--- src/rtl/mmc_pkg.sv ---
package mmc_pkg;

    // Result field width (signed Q.4).
    localparam int OUT_W = 23;

    // Largest scale ratio; a ratio saturates here.
    localparam int RATIO_MAX = 65535;

    // Default extremes that capture items widen from.
    localparam int XMIN_DEF = -619;
    localparam int XMAX_DEF = 648;
    localparam int YMIN_DEF = -338;
    localparam int YMAX_DEF = 613;
    localparam int ZMIN_DEF = -443;
    localparam int ZMAX_DEF = 651;

    // Item kinds.
    localparam logic [1:0] KIND_CAPTURE  = 2'd0;
    localparam logic [1:0] KIND_FINALIZE = 2'd1;
    localparam logic [1:0] KIND_MEASURE  = 2'd2;

    // Axis selects for the shared multiplier.
    localparam logic [1:0] AXIS_X = 2'd0;
    localparam logic [1:0] AXIS_Y = 2'd1;
    localparam logic [1:0] AXIS_Z = 2'd2;

    typedef enum logic [7:0] {
        S_IDLE = 8'b0000_0001,
        S_CAPT = 8'b0000_0010,
        S_FIN  = 8'b0000_0100,
        S_DIVY = 8'b0000_1000,
        S_DIVZ = 8'b0001_0000,
        S_MUL  = 8'b0010_0000,
        S_ACC  = 8'b0100_0000,
        S_WB   = 8'b1000_0000
    } state_t;

    // Status that the divider reports to the sequencer.
    typedef struct packed {
        logic busy;
        logic done;
    } div_stat_t;

endpackage

--- src/rtl/mmc_in_if.sv ---
interface mmc_in_if #(
    parameter int SAMPLE_BITS = 13
) ();
    logic                          valid;
    logic                          ready;
    logic [1:0]                    kind;
    logic signed [SAMPLE_BITS-1:0] axis_x;
    logic signed [SAMPLE_BITS-1:0] axis_y;
    logic signed [SAMPLE_BITS-1:0] axis_z;

    modport source (output valid, output kind, output axis_x, output axis_y,
                    output axis_z, input ready);
    modport sink (input valid, input kind, input axis_x, input axis_y,
                  input axis_z, output ready);
endinterface

--- src/rtl/mmc_out_if.sv ---
interface mmc_out_if
    import mmc_pkg::*;
();
    logic                    valid;
    logic                    ready;
    logic signed [OUT_W-1:0] corr_x;
    logic signed [OUT_W-1:0] corr_y;
    logic signed [OUT_W-1:0] corr_z;
    logic                    calibrated;
    logic                    span_fault;

    modport source (output valid, output corr_x, output corr_y, output corr_z,
                    output calibrated, output span_fault, input ready);
    modport sink (input valid, input corr_x, input corr_y, input corr_z,
                  input calibrated, input span_fault, output ready);
endinterface

--- src/rtl/mmc_div.sv ---
module mmc_div
    import mmc_pkg::*;
#(
    parameter int NUM_W = 24,
    parameter int DEN_W = 12
) (
    input  logic             clk,
    input  logic             rst_n,
    input  logic             start,
    input  logic [NUM_W-1:0] num,
    input  logic [DEN_W-1:0] den,
    output div_stat_t        stat,
    output logic [NUM_W-1:0] quot
);
    localparam int CW = $clog2(NUM_W + 1);

    logic [DEN_W-1:0] den_reg;
    logic [DEN_W-1:0] rem_reg;
    logic [NUM_W-1:0] quo_reg;
    logic [CW-1:0]    cnt_reg;
    logic             busy_reg;
    logic             done_reg;

    logic [DEN_W:0] trial;
    logic [DEN_W:0] diff;
    logic           take;

    // Restoring division, one quotient bit per cycle. The numerator shifts out
    // of the top of quo_reg while quotient bits shift in at the bottom.
    always_comb
    begin
        trial = {rem_reg, quo_reg[NUM_W-1]};
        take  = (trial >= {1'b0, den_reg});
        diff  = trial - {1'b0, den_reg};
    end

    always_ff @(posedge clk or negedge rst_n)
    begin
        if (!rst_n)
        begin
            cnt_reg  <= '0;
            busy_reg <= 1'b0;
            done_reg <= 1'b0;
        end
        else if (start)
        begin
            cnt_reg  <= CW'(NUM_W);
            busy_reg <= 1'b1;
            done_reg <= 1'b0;
        end
        else if (busy_reg)
        begin
            cnt_reg <= cnt_reg - 1'b1;
            if (cnt_reg == CW'(1))
            begin
                busy_reg <= 1'b0;
                done_reg <= 1'b1;
            end
        end
        else
        begin
            done_reg <= 1'b0;
        end
    end

    always_ff @(posedge clk)
    begin
        if (start)
        begin
            den_reg <= den;
            rem_reg <= '0;
            quo_reg <= num;
        end
        else if (busy_reg)
        begin
            rem_reg <= take ? diff[DEN_W-1:0] : trial[DEN_W-1:0];
            quo_reg <= {quo_reg[NUM_W-2:0], take};
        end
    end

    assign stat.busy = busy_reg;
    assign stat.done = done_reg;
    assign quot      = quo_reg;

endmodule

--- src/rtl/magnetometer_minmax_calibration.sv ---
// Min/max magnetometer calibration. A capture beat widens the per-axis
// extremes, a finalize beat freezes the center sums and divides the x span by
// the y and z spans into saturating scale ratios, using the one bit-per-cycle
// divider shared by both ratios, and a measure beat returns the corrected x,
// -y, -z in signed Q.4, using the single multiplier that serves the three axes
// in turn. One beat is worked on at a time; a finished result sits in an output
// register, so the next beat is taken while it waits to be read.
module magnetometer_minmax_calibration
    import mmc_pkg::*;
#(
    parameter int SAMPLE_BITS     = 13,
    parameter int RATIO_FRAC_BITS = 12
) (
    input  logic      clk,
    input  logic      rst_n,
    mmc_in_if.sink    smp,
    mmc_out_if.source res
);
    // Extremes must hold both the samples and the default values.
    localparam int EW        = (SAMPLE_BITS > 11) ? SAMPLE_BITS : 11;
    localparam int RW        = (RATIO_FRAC_BITS + 1 > 16) ? RATIO_FRAC_BITS + 1 : 16;
    localparam int DW        = EW + 3;
    localparam int PW        = DW + RW + 1;
    localparam int NUM_W     = EW + RATIO_FRAC_BITS;
    localparam int OUT_SHIFT = RATIO_FRAC_BITS - 3;

    state_t state_reg;
    state_t state_next;

    logic signed [EW-1:0]          min_reg [3];
    logic signed [EW-1:0]          max_reg [3];
    logic signed [EW:0]            sum_reg [3];
    logic [RW-1:0]                 ratio_y_reg;
    logic [RW-1:0]                 ratio_z_reg;
    logic                          fin_reg;
    logic                          flt_reg;
    logic                          bad_y_reg;

    logic signed [SAMPLE_BITS-1:0] h_reg [3];
    logic [1:0]                    ax_reg;
    logic signed [PW-1:0]          prod_reg;
    logic signed [OUT_W-1:0]       corr_reg [3];

    logic                          ov_reg;
    logic signed [OUT_W-1:0]       ox_reg;
    logic signed [OUT_W-1:0]       oy_reg;
    logic signed [OUT_W-1:0]       oz_reg;
    logic                          ocal_reg;
    logic                          oflt_reg;

    logic                          accept;
    logic                          out_free;

    logic signed [EW:0]            span_x;
    logic signed [EW:0]            span_y;
    logic signed [EW:0]            span_z;
    logic                          num_bad;
    logic                          bad_y;
    logic                          bad_z;

    logic                          div_start;
    logic [EW-1:0]                 div_den;
    logic [NUM_W-1:0]              div_num;
    logic [NUM_W-1:0]              div_quot;
    div_stat_t                     div_stat;
    logic [RW-1:0]                 div_ratio;

    logic signed [SAMPLE_BITS-1:0] h_sel;
    logic signed [EW:0]            sum_sel;
    logic [RW-1:0]                 r_sel;
    logic signed [DW-1:0]          d_mul;
    logic signed [RW:0]            r_mul;
    logic signed [PW-1:0]          sh;
    logic signed [PW-1:0]          sh_val;

    assign accept   = smp.valid && smp.ready;
    assign out_free = !ov_reg || res.ready;
    assign smp.ready = (state_reg == S_IDLE);

    // Spans from the live extremes; nothing changes them while dividing.
    always_comb
    begin
        span_x  = (EW+1)'(max_reg[0]) - (EW+1)'(min_reg[0]);
        span_y  = (EW+1)'(max_reg[1]) - (EW+1)'(min_reg[1]);
        span_z  = (EW+1)'(max_reg[2]) - (EW+1)'(min_reg[2]);
        num_bad = span_x[EW] || (span_x == '0);
        bad_y   = span_y[EW] || (span_y == '0);
        bad_z   = span_z[EW] || (span_z == '0);
    end

    assign div_start = (state_reg == S_FIN) || ((state_reg == S_DIVY) && div_stat.done);
    assign div_den   = (state_reg == S_FIN) ? span_y[EW-1:0] : span_z[EW-1:0];
    assign div_num   = {span_x[EW-1:0], {RATIO_FRAC_BITS{1'b0}}};

    mmc_div #(
        .NUM_W (NUM_W),
        .DEN_W (EW)
    ) u_div (
        .clk   (clk),
        .rst_n (rst_n),
        .start (div_start),
        .num   (div_num),
        .den   (div_den),
        .stat  (div_stat),
        .quot  (div_quot)
    );

    // Saturated ratio for the quotient that just finished; the bad flag is
    // taken from the span the divider was working on.
    function automatic logic [RW-1:0] make_ratio(input logic [NUM_W-1:0] q,
                                                 input logic den_bad,
                                                 input logic nbad);
        logic [RW-1:0] r;
        if (den_bad)
            r = RW'(RATIO_MAX);
        else if (nbad)
            r = '0;
        else if (|q[NUM_W-1:16])
            r = RW'(RATIO_MAX);
        else
            r = RW'(q[15:0]);
        return r;
    endfunction

    always_comb
    begin
        if (state_reg == S_DIVY)
            div_ratio = make_ratio(div_quot, bad_y, num_bad);
        else
            div_ratio = make_ratio(div_quot, bad_z, num_bad);
    end

    // Operands of the shared multiplier for the current axis.
    always_comb
    begin
        case (ax_reg)
            AXIS_X:
            begin
                h_sel   = h_reg[0];
                sum_sel = sum_reg[0];
                r_sel   = RW'(2 ** RATIO_FRAC_BITS);
            end
            AXIS_Y:
            begin
                h_sel   = h_reg[1];
                sum_sel = sum_reg[1];
                r_sel   = ratio_y_reg;
            end
            default:
            begin
                h_sel   = h_reg[2];
                sum_sel = sum_reg[2];
                r_sel   = ratio_z_reg;
            end
        endcase
        d_mul  = (DW'(h_sel) <<< 1) - DW'(sum_sel);
        r_mul  = $signed({1'b0, r_sel});
        // An arithmetic shift of a signed value rounds toward minus infinity.
        sh     = prod_reg >>> OUT_SHIFT;
        sh_val = (ax_reg == AXIS_X) ? sh : -sh;
    end

    always_comb
    begin
        state_next = state_reg;
        case (state_reg)
            S_IDLE:
            begin
                if (accept)
                begin
                    case (smp.kind)
                        KIND_CAPTURE:  state_next = S_CAPT;
                        KIND_FINALIZE: state_next = S_FIN;
                        KIND_MEASURE:  state_next = S_MUL;
                        default:       state_next = S_WB;
                    endcase
                end
            end
            S_CAPT: state_next = S_WB;
            S_FIN:  state_next = S_DIVY;
            S_DIVY:
            begin
                if (div_stat.done)
                    state_next = S_DIVZ;
            end
            S_DIVZ:
            begin
                if (div_stat.done)
                    state_next = S_WB;
            end
            S_MUL:  state_next = S_ACC;
            S_ACC:  state_next = (ax_reg == AXIS_Z) ? S_WB : S_MUL;
            S_WB:
            begin
                if (out_free)
                    state_next = S_IDLE;
            end
            default: state_next = S_IDLE;
        endcase
    end

    always_ff @(posedge clk or negedge rst_n)
    begin
        if (!rst_n)
        begin
            state_reg   <= S_IDLE;
            min_reg[0]  <= EW'(XMIN_DEF);
            max_reg[0]  <= EW'(XMAX_DEF);
            min_reg[1]  <= EW'(YMIN_DEF);
            max_reg[1]  <= EW'(YMAX_DEF);
            min_reg[2]  <= EW'(ZMIN_DEF);
            max_reg[2]  <= EW'(ZMAX_DEF);
            sum_reg[0]  <= '0;
            sum_reg[1]  <= '0;
            sum_reg[2]  <= '0;
            ratio_y_reg <= RW'(2 ** RATIO_FRAC_BITS);
            ratio_z_reg <= RW'(2 ** RATIO_FRAC_BITS);
            fin_reg     <= 1'b0;
            flt_reg     <= 1'b0;
            ov_reg      <= 1'b0;
            ax_reg      <= AXIS_X;
        end
        else
        begin
            state_reg <= state_next;

            if (state_reg == S_CAPT)
            begin
                for (int i = 0; i < 3; i++)
                begin
                    if (EW'(h_reg[i]) < min_reg[i])
                        min_reg[i] <= EW'(h_reg[i]);
                    if (EW'(h_reg[i]) > max_reg[i])
                        max_reg[i] <= EW'(h_reg[i]);
                end
            end

            if (state_reg == S_FIN)
            begin
                for (int i = 0; i < 3; i++)
                    sum_reg[i] <= (EW+1)'(min_reg[i]) + (EW+1)'(max_reg[i]);
            end

            if ((state_reg == S_DIVY) && div_stat.done)
                ratio_y_reg <= div_ratio;

            if ((state_reg == S_DIVZ) && div_stat.done)
            begin
                ratio_z_reg <= div_ratio;
                flt_reg     <= bad_y_reg || bad_z;
                fin_reg     <= 1'b1;
            end

            if (accept)
                ax_reg <= AXIS_X;
            else if (state_reg == S_ACC)
                ax_reg <= ax_reg + 1'b1;

            if ((state_reg == S_WB) && out_free)
                ov_reg <= 1'b1;
            else if (res.ready)
                ov_reg <= 1'b0;
        end
    end

    always_ff @(posedge clk)
    begin
        if (accept)
        begin
            h_reg[0]    <= smp.axis_x;
            h_reg[1]    <= smp.axis_y;
            h_reg[2]    <= smp.axis_z;
            corr_reg[0] <= '0;
            corr_reg[1] <= '0;
            corr_reg[2] <= '0;
        end
        else if (state_reg == S_ACC)
        begin
            corr_reg[ax_reg] <= sh_val[OUT_W-1:0];
        end

        if (state_reg == S_FIN)
            bad_y_reg <= bad_y;

        if (state_reg == S_MUL)
            prod_reg <= d_mul * r_mul;

        if ((state_reg == S_WB) && out_free)
        begin
            ox_reg   <= corr_reg[0];
            oy_reg   <= corr_reg[1];
            oz_reg   <= corr_reg[2];
            ocal_reg <= fin_reg;
            oflt_reg <= flt_reg;
        end
    end

    assign res.valid      = ov_reg;
    assign res.corr_x     = ox_reg;
    assign res.corr_y     = oy_reg;
    assign res.corr_z     = oz_reg;
    assign res.calibrated = ocal_reg;
    assign res.span_fault = oflt_reg;

    // The divider only runs while the sequencer waits on a ratio.
    a_div_owned: assert property (@(posedge clk) disable iff (!rst_n)
        div_stat.busy |-> (state_reg == S_DIVY || state_reg == S_DIVZ))
        else $error("divider busy outside a ratio step");

    // A span fault always leaves at least one saturated ratio behind.
    a_fault_ratio: assert property (@(posedge clk) disable iff (!rst_n)
        flt_reg |-> (ratio_y_reg == RW'(RATIO_MAX) || ratio_z_reg == RW'(RATIO_MAX)))
        else $error("span fault without a saturated ratio");

    // Finishing the second ratio marks the block calibrated.
    a_fin_set: assert property (@(posedge clk) disable iff (!rst_n)
        (state_reg == S_DIVZ && div_stat.done) |=> fin_reg)
        else $error("finalize did not set calibrated");

    // A new result appears only out of the write-back step.
    a_out_src: assert property (@(posedge clk) disable iff (!rst_n)
        $rose(ov_reg) |-> $past(state_reg == S_WB))
        else $error("result valid raised outside write-back");

endmodule
--- src/flat_wrapper.sv ---
// flat-port wrapper written by rule: the top's interface ports become plain ports
module magnetometer_minmax_calibration_flat import mmc_pkg::*;
#(
    parameter int SAMPLE_BITS     = 13,
    parameter int RATIO_FRAC_BITS = 12
)
  (clk, rst_n, smp_valid, smp_kind, smp_axis_x, smp_axis_y, smp_axis_z, smp_ready, res_valid, res_corr_x, res_corr_y, res_corr_z, res_calibrated, res_span_fault, res_ready);
  mmc_in_if #(.SAMPLE_BITS(SAMPLE_BITS)) smp_i ();
  mmc_out_if res_i ();
  input  logic clk;
  input  logic rst_n;
  input wire logic [$bits(smp_i.valid)-1:0] smp_valid;
  input wire logic [$bits(smp_i.kind)-1:0] smp_kind;
  input wire logic [$bits(smp_i.axis_x)-1:0] smp_axis_x;
  input wire logic [$bits(smp_i.axis_y)-1:0] smp_axis_y;
  input wire logic [$bits(smp_i.axis_z)-1:0] smp_axis_z;
  output wire logic [$bits(smp_i.ready)-1:0] smp_ready;
  output wire logic [$bits(res_i.valid)-1:0] res_valid;
  output wire logic [$bits(res_i.corr_x)-1:0] res_corr_x;
  output wire logic [$bits(res_i.corr_y)-1:0] res_corr_y;
  output wire logic [$bits(res_i.corr_z)-1:0] res_corr_z;
  output wire logic [$bits(res_i.calibrated)-1:0] res_calibrated;
  output wire logic [$bits(res_i.span_fault)-1:0] res_span_fault;
  input wire logic [$bits(res_i.ready)-1:0] res_ready;
  assign smp_i.valid = smp_valid;
  assign smp_i.kind = smp_kind;
  assign smp_i.axis_x = smp_axis_x;
  assign smp_i.axis_y = smp_axis_y;
  assign smp_i.axis_z = smp_axis_z;
  assign smp_ready = smp_i.ready;
  assign res_valid = res_i.valid;
  assign res_corr_x = res_i.corr_x;
  assign res_corr_y = res_i.corr_y;
  assign res_corr_z = res_i.corr_z;
  assign res_calibrated = res_i.calibrated;
  assign res_span_fault = res_i.span_fault;
  assign res_i.ready = res_ready;
  magnetometer_minmax_calibration #(.SAMPLE_BITS(SAMPLE_BITS), .RATIO_FRAC_BITS(RATIO_FRAC_BITS)) u_core (.clk(clk), .rst_n(rst_n), .smp(smp_i), .res(res_i));
endmodule
--- config.mk ---
export PLATFORM = sky130hd
export DESIGN_NAME = magnetometer_minmax_calibration_flat
export DESIGN_NICKNAME = d
export VERILOG_FILES = /design/src/rtl/mmc_pkg.sv /design/src/rtl/mmc_in_if.sv /design/src/rtl/mmc_out_if.sv /design/src/rtl/mmc_div.sv /design/src/rtl/magnetometer_minmax_calibration.sv /design/src/flat_wrapper.sv
export SDC_FILE = /design/constraint.sdc
export NUM_CORES = 1
export LEC_CHECK = 0
export BUFFER_PORTS_ARGS = -buffer_cell sky130_fd_sc_hd__buf_4
export CAP_MARGIN = 20
export CORE_ASPECT_RATIO = 1.4
export CORE_MARGIN = 2
export CORE_UTILIZATION = 40
export DETAILED_ROUTE_END_ITERATION = 10
export PLACE_DENSITY = 0.61
export SYNTH_ARGS = -nofsm -noshare
export SYNTH_HDL_FRONTEND = slang
export SYNTH_SLANG_ARGS = --single-unit
--- constraint.sdc ---
create_clock -name clk -period 10.2 [get_ports clk]
set_input_delay 2.04 -clock clk [delete_from_list [all_inputs] [get_ports clk]]
set_output_delay 2.04 -clock clk [all_outputs]
set_load 0.005 [all_outputs]
Yosys cells after proc, flatten, opt, wreduce, memory -nomap -nowiden
Memories as Yosys holds them, arrays and structs flattened. A register that Yosys moved wholly into a read port is not among the register bits.
Cells that the tools add are included.

operators by class
  $add $sub $neg = 11
  multiply operators = 1
  magnitude comparators = 7
  equal/unequal tests = 18
  mux-type cells = 40
  reduce and logical (&&, ||, !) cells = 28

operators by type and width
  operator          count
  $mux 16           5
  $pmux 8 s8        1
  $mux 25           2
  $mux 23           2
  $add 13x13->14    3
  $logic_not 14->1  3
  $sub 13x13->14    3
  $mux 8            5
  $gt 13x13->1      3
  $lt 13x13->1      3
  $mul 15x17->32    1
  $pmux 16 s2       1
  $pmux 14 s2       1
  $mux 13           2
  $pmux 13 s2       1
  $pmux 8 s3        1
  $neg 23->23       1
  $reduce_or 23->1  1
  $sub 14x14->15    1
  $ge 14x13->1      1
  $mux 1            14
  $sub 13x13->13    1
  $reduce_and 2->1  6
  $mux 5            2
  other kinds (24)  41

storage, ports and cells
  register bits after elaboration = 258
  memory bits (writable) = 108
  word-level logic and storage cells = 134
  memories kept = 2

memories
  memory           words  bits a word  rd ports  clocked after memory_dff  write ports  line                                   RTL
  u_core.corr_reg  3      23           3         3                         3            magnetometer_minmax_calibration.sv:42  logic signed [OUT_W-1:0] corr_reg [3];
  u_core.h_reg     3      13           3         0                         3            magnetometer_minmax_calibration.sv:39  logic signed [SAMPLE_BITS-1:0] h_reg [3];

Longest topological paths before layout
Gate-level depths: netlist of the first run.

  depth after elaboration = 6
  depth in mapped cells = 39

Hierarchy
Synthesis of the first run repeated with hierarchy kept, for this count alone.

second synthesis, totals
  cells, all modules = 3060
  area total of the unflattened synthesis = 31138.6 um^2

modules (own cells, without submodules)
  module                           times used  cells an instance  area an instance (um^2)  sequential area each (um^2)
  magnetometer_minmax_calibration  1           2801               28104.5                  10274.9
  mmc_div                          1           259                3034.2                   1576.5

Worst setup path before layout of the first run
Ideal clock, no wire load.

  path kind = reg2reg
  start = register u_core.ax_reg[1]
  end = register u_core.prod_reg[23] (data pin)
  arrival = 8.918 ns
  data required time = 9.935 ns
  slack = 1.017 ns
  cell stages (with the launch flop) = 38
  path buffers = 4
  cell sequence = dfrtp_1 inv_1 ha_1 buf_4 clkbuf_1 clkbuf_1 a21oi_1 o22a_1 fa_1 a21o_1 a21oi_1 o21bai_1 a21oi_1 o21ai_0 a31oi_1 nor2b_1 o21a_1 clkbuf_1 (+2 left out) fa_1 fa_1 fa_1 fa_1 inv_1 fa_1 inv_1 ha_1 nand2_1 o21ai_0 nor4_1 o22a_1 o211ai_2 a21oi_1 inv_1 a21oi_1 o211ai_1 xor2_1

on the way
  longest elaborated chain between the ends = 4
  elaborated cells between the ends (all ways) = 7
  classes of those cells = add/sub: 1; mul: 1; eq/ne: 1; mux: 3; reduce/logical: 1

ends and longest elaborated chain
  what                                                  line                                    RTL
  start, declared                                       magnetometer_minmax_calibration.sv:40   logic [1:0] ax_reg;
  start signal, assigned                                magnetometer_minmax_calibration.sv:257  ax_reg <= ax_reg + 1'b1;
  $eq 2x1->1 / $logic_not 2->1 (equally long branches)  magnetometer_minmax_calibration.sv:136  case (ax_reg)
  $pmux 14 s2 / $pmux 13 s2 (equally long branches)     magnetometer_minmax_calibration.sv:136
  $sub 14x14->15                                        magnetometer_minmax_calibration.sv:156  d_mul = (DW'(h_sel) <<< 1) - DW'(sum_sel);
  $mul 15x17->32 (*)                                    magnetometer_minmax_calibration.sv:286  prod_reg <= d_mul * r_mul;
  end signal, assigned                                  magnetometer_minmax_calibration.sv:286
  end, declared                                         magnetometer_minmax_calibration.sv:41   logic signed [PW-1:0] prod_reg;

Mark *: on every way between the ends. The rest lies on a longest branch, timed or not.
A chain may end at the register's enable or synchronous reset.

Final worst setup path of the first run
  start = register u_core.ax_reg[1]
  end = register u_core.prod_reg[31] (data pin)

The elaborated chain is that of the path after synthesis.

==> results.md, run 1 <==
- Via density: between 5 and 6
- Pins Over Slew Limit: 0
- Setup ws final: between 600 and 700 ps
- Fill cells: ~7300
- Site Rows: 120
- Syn nets: between 3000 and 4000
- Clk sinks: 426
- Worst Reg-to-Reg Cells: 37
- Fin crit share: ~93%
- H-Tree Depth: 2
- Slew HR: between 20% and 30%
- Hold Violations, Final: 0
- Post-CTS Setup Repair Bufs: 0
- Latest clock arrival within the worst-skew pair: between 600 and 700 ps
- Max-cap check violation count: 0
- Setup TNS: 0 ps
- Syn Inst Count: 3069
- R2r endpoint: u_core.prod_reg[31]
- Worst R2R Setup Slack: about 670 ps
- Crit-path leading delay family: adder cells
- Area share of the largest cell type after synthesis: between 20 and 25%
- Vias: 21967
- Synth top area cells: edfxtp_1, fa_1, ha_1
- Startpoint types: flip-flop
- Unrepaired setup endpoints after global routing: false
- DRT antenna net count: 0
- Max Buffers Root-to-Sink: 3
- Skew final: between 40 and 50 ps
- Clock root buffer: clkbuf_16
- Reg-to-Reg Start: u_core.ax_reg[1]
- Worst Path Arrival: 9880 ps
- CTS clk-pin slew, worst paths: roughly 60 ps
- Initial DRC count: approximately 1300
- First-pass GRT wire length: about 120000 um
- Hold Crit Start: u_core.corr_reg[2][20]
- Pin count of the biggest net entering global routing: 93
- Hpwl dp: 62100 um
- Initial Util: 40.5%
- I/O pins: roughly 120
- CP most frequent cell: fa_1
- CP Buf/Inv Count: 7
- Total Wirelength: about 78000 um
- Post-synth cell types: 92
- Post-synth EDFFs: around 230
- Warnings, synthesis: 0
- Die W: approximately 240 um
- Synth area leader: edfxtp_1
- Hold EP: res_corr_z[20]
- Global route overflow: 0
- Crit-path max cell delay: ~540 ps
- Fmax: between 100 and 150 MHz
- Post-synthesis instance area: a little over 30000 um^2
- Die area: approximately 80000 um^2
- WHS Path Cells: 0
- Register area share after synthesis: between 30% and 40%
- Final GP Congestion: 0.926
- Layout area overhead: 11.4%
- Setup crit end kind: flip-flop
- Kind of critical path: reg -> reg
- Antenna violations before repair: 0
- Max reg flops: slightly below 70
- Commonest non-fill, non-tap cells in the layout: inv_1, nor2_1, ha_1
- Nets: between 3000 and 4000
- Vias in the first global route: approximately 22000
- Number of port buffers: 117
- Critical path peak fanout: 24
- Num CTS Buffers: 45
- Drt first pass iters: 5
- CP max stage cell: fa_1
- Gr usage total: about a fifth
- DRC: 0
- Yosys reg bits: ~430
- Commonest non-fill, non-tap cell in the layout: inv_1
- Place WS: roughly 200 ps
- Worst hold path type: reg -> reg
- Setup Viol. Count Final: 0
- Syn Area/Cell: about 10 um^2
- Core ar.: between 70000 and 80000 um^2
- DR WL/cell: approximately 19 um
- Antenna fix cells: 0
- Run status: complete, no violations
- Main synth FF type: edfxtp_1
- Die height: approximately 330 um
- Final min period: 9530 ps
- CP Data Required Time: approximately 11000 ps
- Worst slew pin tran: 1180 ps
- Asr flop ratio synth: between 40% and 50%
- CTS tree: yes
- Layout cells sized above 1: between 10% and 20%
-- kinds of logic after synthesis --
kind of cell,Yosys count,synth area share [%]
compound gates,536,11.3
flops,426,37.9
mux,102,3.50
fa+ha+maj,482,24.0
buf+inv,497,6.19
simple gates,899,13.5
xor+xnor,127,3.59
-- worst register-to-register path: cells and delay by family (launching register included) --
family                   cells  cell delay, ps
buffers and inverters        7             720
adder cells (fa/ha/maj)      9            4250
flip-flops                   1             380
AND/OR/NAND/NOR              8            1200
AO/OA/AOI/OAI               12            2590
XOR/XNOR                     1              90
-- per-layer routing --
layer | track usage, % | share of wire (%) | vias up
met5 | 0 | 0 | -
met4 | 8.19 | 4.6 | 0
met3 | 2.39 | 4.1 | 166
met2 | 36.9 | 52 | 561
met1 | 23.1 | 40 | 10637
li1 | - | - | 10603
-- Yosys cell counts (33+ instances only) --
cell type	count
nor2b_1	45
nor2_1	309
mux2_2	51
dfstp_2	40
nand2_1	270
nand3_1	35
a21oi_1	132
xnor2_1	103
clkbuf_1	97
dfrtp_1	132
nand2b_1	41
nor3_1	52
fa_1	188
inv_1	378
mux2i_1	51
ha_1	294
o21a_1	33
edfxtp_1	229
o21ai_0	152
-- how the worst max path moves through the flow --
stage	startpoint	endpoint	slack, ps	depth (start not counted)
finish	u_core.ax_reg[1]	u_core.prod_reg[31]	670	37
global route	u_core.ax_reg[1]	u_core.prod_reg[31]	20	37
CTS	u_core.ax_reg[1]	u_core.prod_reg[23]	120	38
detailed placement	u_core.ax_reg[1]	u_core.prod_reg[23]	200	38
global placement	u_core.ax_reg[1]	u_core.prod_reg[31]	330	38
floorplan	u_core.ax_reg[1]	u_core.prod_reg[23]	1020	37
-- through the flow --
| step | instance area [um^2] | utilization, % | std cells | hold slack [ps] |
|---|---|---|---|---|
| after floorplan | 31000 | - | 3069 | 400 |
| after global placement | 33000 | 43.1 | 4092 | 403 |
| after detailed placement | 33000 | 43.1 | 4092 | 405 |
| after CTS | 34500 | 45.0 | 4174 | 416 |
| after global routing | 34500 | 45.1 | 4175 | 420 |
| final | 34500 | 45.1 | 4175 | 408 |
-- layout make-up --
cell class                 instances  area (um^2)  share of cell area (%)
clock buffer                      52         1150                    3.34
clock inverter                    30          305                   0.884
inverter                         380         1430                    4.14
multi-input combinational       2146        17400                    50.5
sequential                       426        11700                    34.0
tap                              976         1220                    3.54
timing repair buffer             165         1260                    3.66
-- timing repair --
| item | 4_1_cts | 5_1_grt |
|---|---|---|
| gates resized for setup | 0 | 9 |
| endpoints found under the hold margin | 0 | 0 |
| setup endpoints to repair | 0 | 12 |
| hold buffers | 0 | 0 |
Power of run 1 is not shown: default switching activity piles up to over one toggle a cycle in this logic, so the estimate is an artifact.
==> inputs of run 2 (changes only) <==
GPL_TIMING_DRIVEN = 0   (was not set)
clock period = 8.8 ns   (was 10.2 ns; I/O delays follow)
==> run 2 against run 1 <==
Net effect: cell area rose by 5.6%; largest cell class unchanged; clock skew is 10 ps lower; critical path type unchanged; highest routed layer is now met5; clock-buffer cell count increased by 6.
==> results.md, run 2 (same netlist as run 1, synthesis figures left out) <==
- First-pass GRT wire length: 130000 um (+4.9%)
- Unrepaired setup endpoints after global routing: true
- CP most frequent cell: fa_1
- R2r endpoint: u_core.prod_reg[30]
- Max-cap check violation count: 0 (unchanged)
- Core ar.: 76600 um^2 (unchanged)
- Layout cells sized above 1: 17.1% (+5.2 points)
- Total Wirelength: 82900 um (+5.7%)
- Clk sinks: 426 (unchanged)
- Initial Util: 40.5% (unchanged)
- H-Tree Depth: 2 (unchanged)
- Pin count of the biggest net entering global routing: 96 (+3.2%)
- CTS tree: yes
- WHS Path Cells: 0 (unchanged)
- Final min period: 8580 ps (-956 ps)
- M1 WL: 30500 um (-2.2%)
- Reg-to-Reg Start: u_core.ax_reg[0]
- DR WL/cell: 19.1 um (+1.7%)
- Pins Over Slew Limit: 0 (unchanged)
- Fill cells: 7134 (-2.6%)
- Worst slew pin tran: 1330 ps (+146 ps)
- DR top layer: met5
- Die height: 333 um (unchanged)
- Hold Violations, Final: 0 (unchanged)
- Worst R2R Setup Slack: 220 ps (-440 ps)
- Register area: 11700 um^2 (unchanged)
- Max reg flops: 69 (unchanged)
- Worst hold path type: reg -> reg
- Clock root buffer: clkbuf_16
- Via density: 5.27 (about the same)
- DRC: 0 (unchanged)
- Die W: 239 um (unchanged)
- Layout area overhead: 17.7%
- Critical path peak fanout: 10 (-58%)
- Vias in the first global route: 23680 (+6.2%)
- Startpoint types: flip-flop
- Hpwl dp: 65700 um (+5.7%)
- Initial DRC count: 1168 (-9.0%)
- Routed wl met2: 44200 um (+9.2%)
- I/O pins: 118 (unchanged)
- Commonest non-fill, non-tap cells in the layout: inv_1, nor2_1, ha_1
- Worst Reg-to-Reg Cells: 36 (-2.7%)
- Drt first pass iters: 5 (unchanged)
- Run status: complete, no violations
- Kind of critical path: reg -> reg
- Slew HR: 10.7% (-9.8 points)
- Die area: 79700 um^2 (unchanged)
- Vias: 22833 (+3.9%)
- Antenna violations before repair: 1 (+1)
- Fmax: 117 MHz (+11%)
- CP Data Required Time: 9140 ps (-1410 ps)
- Max Buffers Root-to-Sink: 3 (unchanged)
- Post-CTS Hold Buffers: 0 (unchanged)
- CP max stage cell: fa_1
- Setup Viol. Count Final: 0 (unchanged)
- Num CTS Buffers: 45 (unchanged)
- Commonest non-fill, non-tap cell in the layout: inv_1
- Hold Crit Start: u_core.corr_reg[2][3]
- Multi-input gate area: 18100 um^2 (+4.1%)
- Crit-path max cell delay: 560 ps (+20 ps)
- Setup TNS: 0 ps (unchanged)
- Setup crit end kind: flip-flop
- Gr usage total: 20.9% (+0.98 points)
- Latest clock arrival within the worst-skew pair: 620 ps (-20 ps)
- Number of port buffers: 117 (unchanged)
- Worst Path Arrival: 8910 ps (-970 ps)
- Met3 wire len: 3300 um (+3.9%)
- Fin crit share: 97.5% (+4.0 points)
- DRT antenna net count: 0 (unchanged)
- Antenna fix cells: 0 (unchanged)
- Hold EP: res_corr_z[3]
- CTS clk-pin slew, worst paths: 70 ps (about the same)
- Site Rows: 120 (unchanged)
- Nets: 3851 (+4.3%)
- Skew final: 38.5 ps (-10.3 ps)
- Final GP Congestion: 0.941 (+1.6%)
- Global route overflow: 0 (unchanged)
-- run 2: cell types whose count changed in the layout (fill, tap and decap cells not counted), moves of 8 or more --
cell | before | now
buf_6 | 1 | 17
nor2_1 | 309 | 291
clkbuf_16 | 45 | 53
buf_4 | 163 | 192
buf_2 | 0 | 9
ha_1 | 292 | 273
clkbuf_1 | 7 | 84
inv_2 | 1 | 12
nand2_2 | 1 | 10
nor2_2 | 1 | 14
inv_1 | 377 | 364
nand2_1 | 270 | 259
ha_4 | 0 | 16
-- run 2: what timing repair did --
item	in CTS	in global routing
buffers inserted	51	32
pin swaps	50	102
endpoints found under the setup margin	22	17
resized for setup	133	102
gates cloned	0	1
-- run 2: how the worst max path moves through the flow --
stage | startpoint | to | slack (ps) | cells past startpoint
3_3_place_gp | u_core.ax_reg[0] | u_core.prod_reg[31] | -2120 | 37
4_1_cts | u_core.ax_reg[0] | u_core.prod_reg[31] | 0.9 | 35
2_1_floorplan | u_core.ax_reg[0] | u_core.prod_reg[23] | 30 | 38
6_report | u_core.ax_reg[0] | u_core.prod_reg[30] | 220 | 36
3_5_place_dp | u_core.ax_reg[0] | u_core.prod_reg[23] | -2210 | 37
5_1_grt | u_core.ax_reg[0] | u_core.prod_reg[30] | -190 | 40
-- run 2: cell type report --
type,instances,area share (%)
Timing Repair Buffer,211,4.82
Clock buffer,58,3.45
Inverter,380,3.95
Buffer,114,1.82
Tap cell,976,3.35
Sequential cell,426,32.2
Multi-Input combinational cell,2146,49.7
Clock inverter,25,0.683
-- run 2: critical path: cells and delay by family (launching register included) --
kind | cells | cell delay (ps)
xor gates and xnor gates | 2 | 260
adders and majority gates | 9 | 3730
buffers and inverters | 8 | 730
and+or+nand+nor | 4 | 630
DFF | 1 | 450
AOI/OAI and AO/OA | 13 | 2490
-- run 2: metrics by stage --
stage,util [%],instance area (um^2),std cells,worst slack (ps),hold WS (ps)
4_1_cts,46.8,35800,4303,0.878,409
3_5_place_dp,43.4,33300,4171,-2210,405
3_3_place_gp,43.2,33100,4162,-2120,402
6_report,47.6,36500,4336,221,410
2_1_floorplan,-,31000,3069,33.0,400
5_1_grt,47.6,36500,4336,-190,418
-- run 2: layer usage --
layer	GRT usage (%)	up-vias
met3	2.71	246
met5	0	-
met1	22.1	11012
li1	-	10934
met4	10.6	2
met2	40.0	639
Power of run 2 is left out for the same reason.
